`src/design/i2a_pkg.sv`:
```
// shared types, constants and helpers of the integer to ascii field unit
// no dependencies
`timescale 1ns / 1ps
`default_nettype none

package i2a_pkg;

	localparam int VALUE_BITS = 32;
	localparam int MAX_WIDTH  = 63;
	localparam int POS_W      = $clog2(MAX_WIDTH + 1);
	// decimal digits needed for VALUE_BITS bits, 1233/4096 ~ log10(2)
	localparam int DEC_DIGITS = ((VALUE_BITS * 1233) >> 12) + 1;
	localparam int DIG_IDX_W  = $clog2(DEC_DIGITS);
	localparam int ND_W       = $clog2(DEC_DIGITS + 2);
	localparam int CNT_W      = $clog2(VALUE_BITS);

	localparam logic [POS_W-1:0] HEX_DEFAULT_WIDTH = POS_W'(8);

	localparam logic [1:0] MODE_UDEC = 2'd0;
	localparam logic [1:0] MODE_SDEC = 2'd1;
	localparam logic [1:0] MODE_HEX  = 2'd2;

	localparam logic [1:0] FILL_NONE  = 2'd0;
	localparam logic [1:0] FILL_SPACE = 2'd1;
	localparam logic [1:0] FILL_ZERO  = 2'd2;

	localparam logic [7:0] CH_ZERO    = 8'h30;
	localparam logic [7:0] CH_NINE    = 8'h39;
	localparam logic [7:0] CH_UPPER_A = 8'h41;
	localparam logic [7:0] CH_UPPER_F = 8'h46;
	localparam logic [7:0] CH_A_OFS   = 8'h41 - 8'd10;
	localparam logic [7:0] CH_SPACE   = 8'h20;
	localparam logic [7:0] CH_MINUS   = 8'h2D;
	localparam logic [7:0] CH_HASH    = 8'h23;

	typedef logic [3:0] digit_t;
	typedef digit_t [DEC_DIGITS-1:0] digits_t;

	typedef struct packed {
		logic [1:0]            mode;
		logic [VALUE_BITS-1:0] value;
		logic [5:0]            field_width;
		logic [1:0]            fill_kind;
		logic [5:0]            room;
	} item_t;

	typedef struct packed {
		logic [7:0] char_out;
		logic       last_char;
	} result_t;

	// layout of one field, handed from the sequencer to the character stage
	typedef struct packed {
		logic             left;
		logic             neg;
		logic             zero;
		logic             err;
		logic             cut;
		logic [ND_W-1:0]  nd;
		logic [ND_W-1:0]  lead;
		logic [POS_W-1:0] field;
		logic [POS_W-1:0] len;
	} fmt_t;

	typedef enum logic [1:0] {
		ST_IDLE,
		ST_CONV,
		ST_PREP
	} state_t;

	function automatic logic [7:0] digit_char(input digit_t d);
		return (d > 4'd9) ? (8'(d) + CH_A_OFS) : (8'(d) + CH_ZERO);
	endfunction

endpackage

`default_nettype wire

```
`src/design/i2a_bcd_conv.sv`:
```
// bit-serial binary to bcd converter (shift and add three), one bit per cycle
// hex items load their nibbles straight into the digit register
// depends on i2a_pkg
`timescale 1ns / 1ps
`default_nettype none

module i2a_bcd_conv (
	input  logic                            clk,
	input  logic                            arst_n,
	input  logic                            start,
	input  logic                            hex,
	input  logic [i2a_pkg::VALUE_BITS-1:0]  mag,
	output i2a_pkg::digits_t                digits,
	output logic                            done
);

	localparam int DB = 4 * i2a_pkg::DEC_DIGITS;

	logic [i2a_pkg::VALUE_BITS-1:0] bin_q;
	i2a_pkg::digits_t               bcd_q;
	i2a_pkg::digits_t               adj;
	logic [DB-1:0]                  adj_flat;
	logic [i2a_pkg::CNT_W-1:0]      cnt_q;
	logic                           busy_q;
	logic                           done_q;

	always_comb begin
		for (int i = 0; i < i2a_pkg::DEC_DIGITS; i++) begin
			adj[i] = (bcd_q[i] >= 4'd5) ? (bcd_q[i] + 4'd3) : bcd_q[i];
		end
		adj_flat = adj;
	end

	always_ff @(posedge clk or negedge arst_n) begin
		if (!arst_n) begin
			busy_q <= 1'b0;
			done_q <= 1'b0;
			cnt_q  <= '0;
		end else begin
			done_q <= 1'b0;
			if (start) begin
				cnt_q <= '0;
				if (hex) begin
					done_q <= 1'b1;
				end else begin
					busy_q <= 1'b1;
				end
			end else if (busy_q) begin
				cnt_q <= cnt_q + 1'b1;
				if (cnt_q == i2a_pkg::CNT_W'(i2a_pkg::VALUE_BITS - 1)) begin
					busy_q <= 1'b0;
					done_q <= 1'b1;
				end
			end
		end
	end

	always_ff @(posedge clk) begin
		if (start) begin
			bin_q <= mag;
			if (hex) begin
				bcd_q <= i2a_pkg::digits_t'(mag);
			end else begin
				bcd_q <= '0;
			end
		end else if (busy_q) begin
			bcd_q <= i2a_pkg::digits_t'({adj_flat[DB-2:0], bin_q[i2a_pkg::VALUE_BITS-1]});
			bin_q <= {bin_q[i2a_pkg::VALUE_BITS-2:0], 1'b0};
		end
	end

	assign digits = bcd_q;
	assign done   = done_q;

endmodule

`default_nettype wire

```
`src/design/i2a_emit.sv`:
```
// character stage: walks the field left to right, one character per transfer
// holds its own copy of the digits so the converter can take the next item
// depends on i2a_pkg
`timescale 1ns / 1ps
`default_nettype none

module i2a_emit (
	input  logic              clk,
	input  logic              arst_n,
	input  logic              start,
	input  i2a_pkg::fmt_t     fmt,
	input  i2a_pkg::digits_t  digits,
	output logic              busy,
	output logic              result_valid,
	input  logic              result_ready,
	output i2a_pkg::result_t  result
);

	i2a_pkg::fmt_t              fmt_q;
	i2a_pkg::digits_t           dig_q;
	i2a_pkg::result_t           res_q;
	logic [i2a_pkg::POS_W-1:0]  pos_q;
	logic                       busy_q;
	logic                       valid_q;

	logic                       load;
	logic                       last;
	logic [7:0]                 ch;
	logic [i2a_pkg::POS_W-1:0]  k;
	logic [i2a_pkg::POS_W-1:0]  didx;
	logic [i2a_pkg::POS_W-1:0]  lead_w;
	logic [i2a_pkg::POS_W-1:0]  nd_w;

	assign load = busy_q && (!valid_q || result_ready);
	assign last = (pos_q == fmt_q.len - i2a_pkg::POS_W'(1));

	always_comb begin
		lead_w = i2a_pkg::POS_W'(fmt_q.lead);
		nd_w   = i2a_pkg::POS_W'(fmt_q.nd);
		// k counts places from the right edge of the field
		k      = fmt_q.field - pos_q - i2a_pkg::POS_W'(1);
		didx   = fmt_q.left ? (lead_w - pos_q - i2a_pkg::POS_W'(1)) : k;
		if (fmt_q.left) begin
			priority if (fmt_q.cut && last) begin
				ch = i2a_pkg::CH_HASH;
			end else if (fmt_q.neg && pos_q == '0) begin
				ch = i2a_pkg::CH_MINUS;
			end else if (pos_q < lead_w) begin
				ch = i2a_pkg::digit_char(dig_q[didx[i2a_pkg::DIG_IDX_W-1:0]]);
			end else begin
				ch = i2a_pkg::CH_SPACE;
			end
		end else begin
			priority if (fmt_q.err && pos_q == '0) begin
				ch = i2a_pkg::CH_HASH;
			end else if (fmt_q.neg && fmt_q.field > nd_w
					&& (fmt_q.zero ? (pos_q == '0) : (k == nd_w))) begin
				// sign leads with zero fill, sits before the digits with space fill
				ch = i2a_pkg::CH_MINUS;
			end else if (k < nd_w) begin
				ch = i2a_pkg::digit_char(dig_q[didx[i2a_pkg::DIG_IDX_W-1:0]]);
			end else begin
				ch = fmt_q.zero ? i2a_pkg::CH_ZERO : i2a_pkg::CH_SPACE;
			end
		end
	end

	always_ff @(posedge clk or negedge arst_n) begin
		if (!arst_n) begin
			busy_q  <= 1'b0;
			valid_q <= 1'b0;
			pos_q   <= '0;
		end else begin
			if (start) begin
				busy_q <= 1'b1;
				pos_q  <= '0;
			end else if (load) begin
				pos_q <= pos_q + i2a_pkg::POS_W'(1);
				if (last) begin
					busy_q <= 1'b0;
				end
			end
			if (load) begin
				valid_q <= 1'b1;
			end else if (result_ready) begin
				valid_q <= 1'b0;
			end
		end
	end

	always_ff @(posedge clk) begin
		if (start) begin
			fmt_q <= fmt;
			dig_q <= digits;
		end
		if (load) begin
			res_q.char_out  <= ch;
			res_q.last_char <= last;
		end
	end

	assign busy         = busy_q;
	assign result_valid = valid_q;
	assign result       = res_q;

endmodule

`default_nettype wire

```
`src/design/integer_to_ascii_field_unit.sv`:
```
// integer to ascii field unit: top level with the item sequencer
// depends on i2a_pkg, i2a_bcd_conv and i2a_emit
//
// Usage: one item (mode, value, field width, fill kind, room) goes in on the
// item channel and comes out as a run of ascii characters on the result
// channel, left to right, with last_char set on the final one. An item with
// zero room gives no characters at all.
// A decimal item first passes through the bit-serial converter, a value bit at
// a time, before its first character shows; a hex item skips the conversion.
// Throughput: one character per cycle while the receiver takes them. The
// converter works on the next item while the character stage still sends the
// previous one, so the converter is the limit for short fields.
// Reset clears the sequencer and all valid flags; no characters are pending.
// A stalled receiver holds the current character in the output register and
// the run simply waits; the next item is still taken and converted meanwhile.
`timescale 1ns / 1ps
`default_nettype none

module integer_to_ascii_field_unit (
	input  logic              clk,
	input  logic              arst_n,
	input  logic              item_valid,
	output logic              item_ready,
	input  i2a_pkg::item_t    item,
	output logic              result_valid,
	input  logic              result_ready,
	output i2a_pkg::result_t  result
);

	localparam int PW = i2a_pkg::POS_W;

	i2a_pkg::state_t  state_q;
	i2a_pkg::state_t  state_nxt;

	logic             hex_q;
	logic             neg_q;
	logic [PW-1:0]    w_q;
	logic [PW-1:0]    r_q;
	logic [1:0]       fk_q;

	logic                           accept;
	logic                           conv_start;
	logic                           emit_start;
	logic                           item_hex;
	logic                           item_neg;
	logic [i2a_pkg::VALUE_BITS-1:0] mag;
	i2a_pkg::digits_t               conv_digits;
	logic                           conv_done;
	logic                           emit_busy;
	i2a_pkg::fmt_t                  fmt;

	logic [i2a_pkg::ND_W-1:0] nd;
	logic [PW-1:0]            lead_w;
	logic [PW-1:0]            nd_w;
	logic [PW-1:0]            span;
	logic [PW-1:0]            wh;
	logic [PW-1:0]            field;

	assign accept   = item_valid && item_ready;
	assign item_hex = (item.mode == i2a_pkg::MODE_HEX);
	assign item_neg = (item.mode == i2a_pkg::MODE_SDEC) && item.value[i2a_pkg::VALUE_BITS-1];
	assign mag      = item_neg ? (~item.value + 1'b1) : item.value;

	always_ff @(posedge clk or negedge arst_n) begin
		if (!arst_n) begin
			state_q <= i2a_pkg::ST_IDLE;
		end else begin
			state_q <= state_nxt;
		end
	end

	always_ff @(posedge clk) begin
		if (accept) begin
			hex_q <= item_hex;
			neg_q <= item_neg;
			w_q   <= item.field_width;
			r_q   <= item.room;
			fk_q  <= item.fill_kind;
		end
	end

	always_comb begin
		state_nxt  = state_q;
		item_ready = 1'b0;
		conv_start = 1'b0;
		emit_start = 1'b0;
		unique case (state_q)
			i2a_pkg::ST_IDLE: begin
				item_ready = 1'b1;
				if (item_valid && item.room != '0) begin
					conv_start = 1'b1;
					state_nxt  = i2a_pkg::ST_CONV;
				end
			end
			i2a_pkg::ST_CONV: begin
				if (conv_done) begin
					state_nxt = i2a_pkg::ST_PREP;
				end
			end
			i2a_pkg::ST_PREP: begin
				if (!emit_busy) begin
					emit_start = 1'b1;
					state_nxt  = i2a_pkg::ST_IDLE;
				end
			end
			default: begin
				state_nxt = i2a_pkg::ST_IDLE;
			end
		endcase
	end

	// field layout from the converted digits
	always_comb begin
		nd = i2a_pkg::ND_W'(1);
		for (int i = 1; i < i2a_pkg::DEC_DIGITS; i++) begin
			if (conv_digits[i] != '0) begin
				nd = i2a_pkg::ND_W'(i + 1);
			end
		end
		fmt.nd   = nd;
		fmt.lead = nd + i2a_pkg::ND_W'(neg_q);
		fmt.neg  = neg_q;
		lead_w   = PW'(fmt.lead);
		nd_w     = PW'(nd);

		fmt.left = !hex_q && (fk_q == i2a_pkg::FILL_NONE || w_q == '0);
		fmt.cut  = lead_w > r_q;
		span     = (lead_w > w_q) ? lead_w : w_q;

		wh        = (hex_q && w_q == '0) ? i2a_pkg::HEX_DEFAULT_WIDTH : w_q;
		field     = (wh > r_q) ? r_q : wh;
		fmt.field = field;
		fmt.zero  = hex_q ? (fk_q == i2a_pkg::FILL_NONE || fk_q == i2a_pkg::FILL_ZERO)
				: (fk_q == i2a_pkg::FILL_ZERO);
		// hex keeps the low digits silently, decimal marks the loss
		fmt.err   = !hex_q && (nd_w > field || (neg_q && field <= nd_w));
		fmt.len   = fmt.left ? ((span > r_q) ? r_q : span) : field;
	end

	i2a_bcd_conv u_conv (
		.clk    (clk),
		.arst_n (arst_n),
		.start  (conv_start),
		.hex    (item_hex),
		.mag    (mag),
		.digits (conv_digits),
		.done   (conv_done)
	);

	i2a_emit u_emit (
		.clk          (clk),
		.arst_n       (arst_n),
		.start        (emit_start),
		.fmt          (fmt),
		.digits       (conv_digits),
		.busy         (emit_busy),
		.result_valid (result_valid),
		.result_ready (result_ready),
		.result       (result)
	);

endmodule

`default_nettype wire

```
`config.mk`:
```
export PLATFORM = sky130hd
export DESIGN_NAME = integer_to_ascii_field_unit
export DESIGN_NICKNAME = d
export VERILOG_FILES = /design/src/design/i2a_pkg.sv /design/src/design/i2a_bcd_conv.sv /design/src/design/i2a_emit.sv /design/src/design/integer_to_ascii_field_unit.sv
export SDC_FILE = /design/constraint.sdc
export NUM_CORES = 1
export LEC_CHECK = 0
export ABC_AREA = 0
export ABC_CLOCK_PERIOD_IN_PS = 13150
export BUFFER_PORTS_ARGS = -buffer_cell sky130_fd_sc_hd__buf_4
export CORE_MARGIN = 2
export CORE_UTILIZATION = 60
export CTS_CLUSTER_DIAMETER = 120
export DETAILED_ROUTE_END_ITERATION = 8
export GPL_TIMING_DRIVEN = 0
export PLACE_DENSITY = 0.81
export SLEW_MARGIN = 30
export SYNTH_ARGS = -nofsm -noshare
export SYNTH_HDL_FRONTEND = slang
export SYNTH_SLANG_ARGS = --single-unit
```
`constraint.sdc`:
```
create_clock -name clk -period 13.15 [get_ports clk]
set_input_delay 0.6575 -clock clk [delete_from_list [all_inputs] [get_ports clk]]
set_output_delay 0.6575 -clock clk [all_outputs]
set_load 0.005 [all_outputs]
```
==> key figures <==
Cells and area
  – Layout cells sized above 1: 0.1252
  – Final instance area: 11,960 um2
  – Fin nets: 1,197
  – Fill cells: 1,227
  – Syn-to-layout area delta: 13.63%
  – N_diodes: 0

Synth
  – Most used DFF post-synth: edfxtp_1
  – Number of flops mapped to enable cells by yosys: 161
  – Async S/R FF share, synth: 0.09551
  – Synth Register Bits: 178
  – Cells after Synth: 976
  – Register area share after synthesis: 0.4999
  – Post-Syn Nets: 1,108
  – Synth warn: 0
  – Distinct cells, synth: 62
  – Syn Std Cell Area: 10,520 um2
  – Synthesized area per cell: 10.78 um2

Global routing
  – Vias in the first global route: 7,384
  – Largest net degree at the start of global routing: 49
  – Grt total ovfl: 0
  – First-pass GRT wire length: 37,010 um
  – GR peak layer: met2
  – Grt met2 use: 0.4001
  – Met3 usage: 0.03729
  – GRT Total Usage: 0.2590
  – Initial antenna violation count: 0
  – Global routing usage on met1: 0.3705

Floorplan
  – Full die area: 18,610 um2
  – Core area: 17,240 um2
  – Chip width: 136.4 um
  – Height of the die: 136.4 um
  – Row count: 48
  – Initial core utilization: 0.6104
  – IO Pins: 63

Drt
  – DR iter-0 viols: 655
  – Overall via count from detail_route: 7,720
  – Wirelength, routed: 22,690 um
  – ANT nets after route: 0
  – DR DRC count: 0
  – Via/cell ratio: 5.925
  – Router iterations before antenna repair: 5
  – Wirelength per Cell: 17.41 um

Timing
  – Period utilisation layout: 0.4970
  – Setup TNS: 0 ps
  – RSZ-0062 raised after global routing: false
  – Fmax: 153.0 MHz
  – Final Skew: 13.58 ps
  – Final Slew Violations: 0
  – Min cycle time layout: 6536 ps
  – Slew HR: 0.4031
  – Worst-margin pin slew: 872.8 ps
  – Setup Viol. Count Final: 0
  – Final hold violations: 0
  – Fin worst setup slack: 6614 ps

CTS
  – Clk slew on worst S/H paths: 60 ps
  – # H-tree levels: 4
  – TritonCTS Buffers: 17
  – Clock sink count: 178
  – Hold-fix buffers, CTS: 0
  – CTS tree: yes
  – Root Buffer: clkbuf_16
  – Worst-Skew Late Latency: 430 ps
  – Postcts setup bufs: 0
  – Clock buffer depth: 2
  – Post_cts resized: 0

Placement
  – GPL Wtd Cong: 0.9272
  – Detailed Place HPWL: 16,760 um
  – Placement Cell Area: 11,370 um2
  – I/O Buffers: 61
  – Pre-CTS setup slack: 6811 ps

Worst setup path
  – Startpoint types: flip-flop
  – CP arrival: 6710 ps
  – Setup crit end kind: flip-flop
  – Crit path max fanout: 6
  – Setup CP Type: flip-flop to flip-flop
  – WP data required: 13,320 ps

Outcome
  – Status: completed

Power and ir drop
  – P per Cell Area: 211.1 nW/um2
  – LEAKAGE: 0.004736 uW
  – Peak supply drop: 124.4 uV
  – Power Total: 2524 uW

Flow run
  – MaxCap Viol Count: 0

Worst hold path
  – Hold WC Path Type: input pin to async pin
[power by group]
part | internal [uW] | leakage [uW] | switching [uW]
sequential | 858 | 0.00180 | 125
combinational | 448 | 0.00266 | 596
clock | 282 | 0.000281 | 215
total | 1590 | 0.00474 | 936
[registers in the layout (all words and copies together), names as in the netlist]
register / flops
u_conv.cnt_q: 5
u_emit.result_valid: 1
r_q: 6
u_conv.done: 1
u_emit.dig_q: 40
neg_q: 1
u_emit.pos_q: 6
u_conv.digits: 40
u_emit.busy: 1
state_q: 2
hex_q: 1
u_conv.busy_q: 1
u_conv.bin_q: 32
u_emit.fmt_q: 25
fk_q: 2
u_emit.result: 8
w_q: 6
[routing by layer]
layer / vias to the layer above / part of all wire
li1: 3721 / -
met1: 3663 / 0.45
met2: 292 / 0.46
met3: 44 / 0.059
met4: 0 / 0.026
met5: - / 0
[metrics by stage]
step | hold WS [ps] | utilization | std cells
6_report | 89.91 | 0.6936 | 1303
4_1_cts | 85.74 | 0.6936 | 1303
3_3_place_gp | 460.6 | 0.6533 | 1262
3_5_place_dp | 468.4 | 0.6596 | 1271
5_1_grt | 94.65 | 0.6936 | 1303
2_1_floorplan | 361.9 | - | 976
[critical path, cell delays in order (launching register included)]
cell and delay, ps:
edfxtp_1 460, inv_1 130, ha_1 210, nor3b_1 370, o21ai_0 160, nand3_1 130
nand3_1 80, nand3_1 100, nand2_1 70, a21oi_1 310, ha_1 240, ha_1 160
xnor2_1 280, ha_1 360, o21a_1 110, o21a_1 160, o211ai_1 420, mux2_2 420
ha_1 290, nor2b_1 130, o21a_1 160, o21a_1 160, o21a_1 160, o21a_1 160
o22ai_1 490, mux2i_1 220, mux2_2 320
[path summary, 6_finish.rpt]
check,from,end,slack (ps),depth (start not counted)
max reg2reg,u_conv.digits[4],u_emit.fmt_q[4],6610,26
min in group clk,item[11],w_q[3],410,1
min reg2reg,u_conv.digits[36],u_emit.dig_q[36],480,0
min,arst_n,u_emit.busy,90,1
max,u_conv.digits[4],u_emit.fmt_q[4],6610,26
max in group asynchronous,arst_n,u_conv.cnt_q[1],12860,1
[synth_stat cells, types with 2 or more instances]
cell,number,area share
a2111oi_0,3,0.0025
a21boi_0,2,0.0014
mux2i_1,27,0.026
nor3b_1,17,0.012
buf_1,2,0.00071
buf_4,2,0.0014
nand2b_1,18,0.011
nand2_1,44,0.016
o32ai_1,3,0.0025
fa_1,2,0.0038
a21o_1,4,0.0029
edfxtp_1,161,0.46
o31ai_1,3,0.0021
xor2_1,19,0.016
a32oi_1,2,0.0017
or4_4,3,0.0032
o41ai_1,4,0.0033
mux4_2,6,0.013
o21a_1,12,0.0086
ha_1,78,0.093
and3_1,5,0.0030
o22ai_1,8,0.0048
dfrtp_1,17,0.040
nand4_1,8,0.0048
mux2_2,10,0.011
nor3_1,11,0.0052
a21oi_1,93,0.044
inv_1,73,0.026
and2_1,6,0.0036
o2111ai_1,2,0.0017
o211ai_1,3,0.0021
xnor2_1,45,0.037
nand3_4,2,0.0033
clkbuf_1,27,0.0096
nor2_1,96,0.034
and4_1,2,0.0017
or4_1,3,0.0021
nand3_1,45,0.021
nor2b_1,16,0.0095
a31oi_1,6,0.0036
o21ai_0,57,0.027
nor4_1,9,0.0054
[cells in the final DEF (no fill, tap or decap), types with 29 or more instances in the layout]
| cell type | Yosys | routed |
|---|---|---|
| a21oi_1 | 93 | 93 |
| buf_4 | 2 | 69 |
| clkbuf_1 | 27 | 29 |
| edfxtp_1 | 161 | 161 |
| ha_1 | 78 | 78 |
| inv_1 | 73 | 73 |
| nand2_1 | 44 | 44 |
| nand3_1 | 45 | 45 |
| nor2_1 | 96 | 96 |
| o21ai_0 | 57 | 57 |
| xnor2_1 | 45 | 45 |
[kinds of logic (layout without fill, tap and decap cells)]
group | count (synthesis) | after routing | synth area share
other cells | 1 | 1 | 0.0003564
mux | 44 | 44 | 0.05054
compound gates | 212 | 212 | 0.1184
fa+ha+maj | 80 | 80 | 0.09656
flops | 178 | 178 | 0.4999
buf+inv | 107 | 209 | 0.04103
simple gates | 290 | 290 | 0.1399
xor+xnor | 64 | 64 | 0.05328
[area by class of cell]
cell class | count | area [um2] | area share
buffer | 34 | 157.7 | 0.01319
clock buffer | 24 | 524.3 | 0.04385
clock inverter | 8 | 62.56 | 0.005233
inverter | 73 | 274.0 | 0.02292
multi-input combinational | 691 | 4842 | 0.4050
sequential | 178 | 5260 | 0.4400
tap | 225 | 281.5 | 0.02355
timing repair buffer | 70 | 553.0 | 0.04626
No activity file was read; power rests on OpenSTA's default activity.
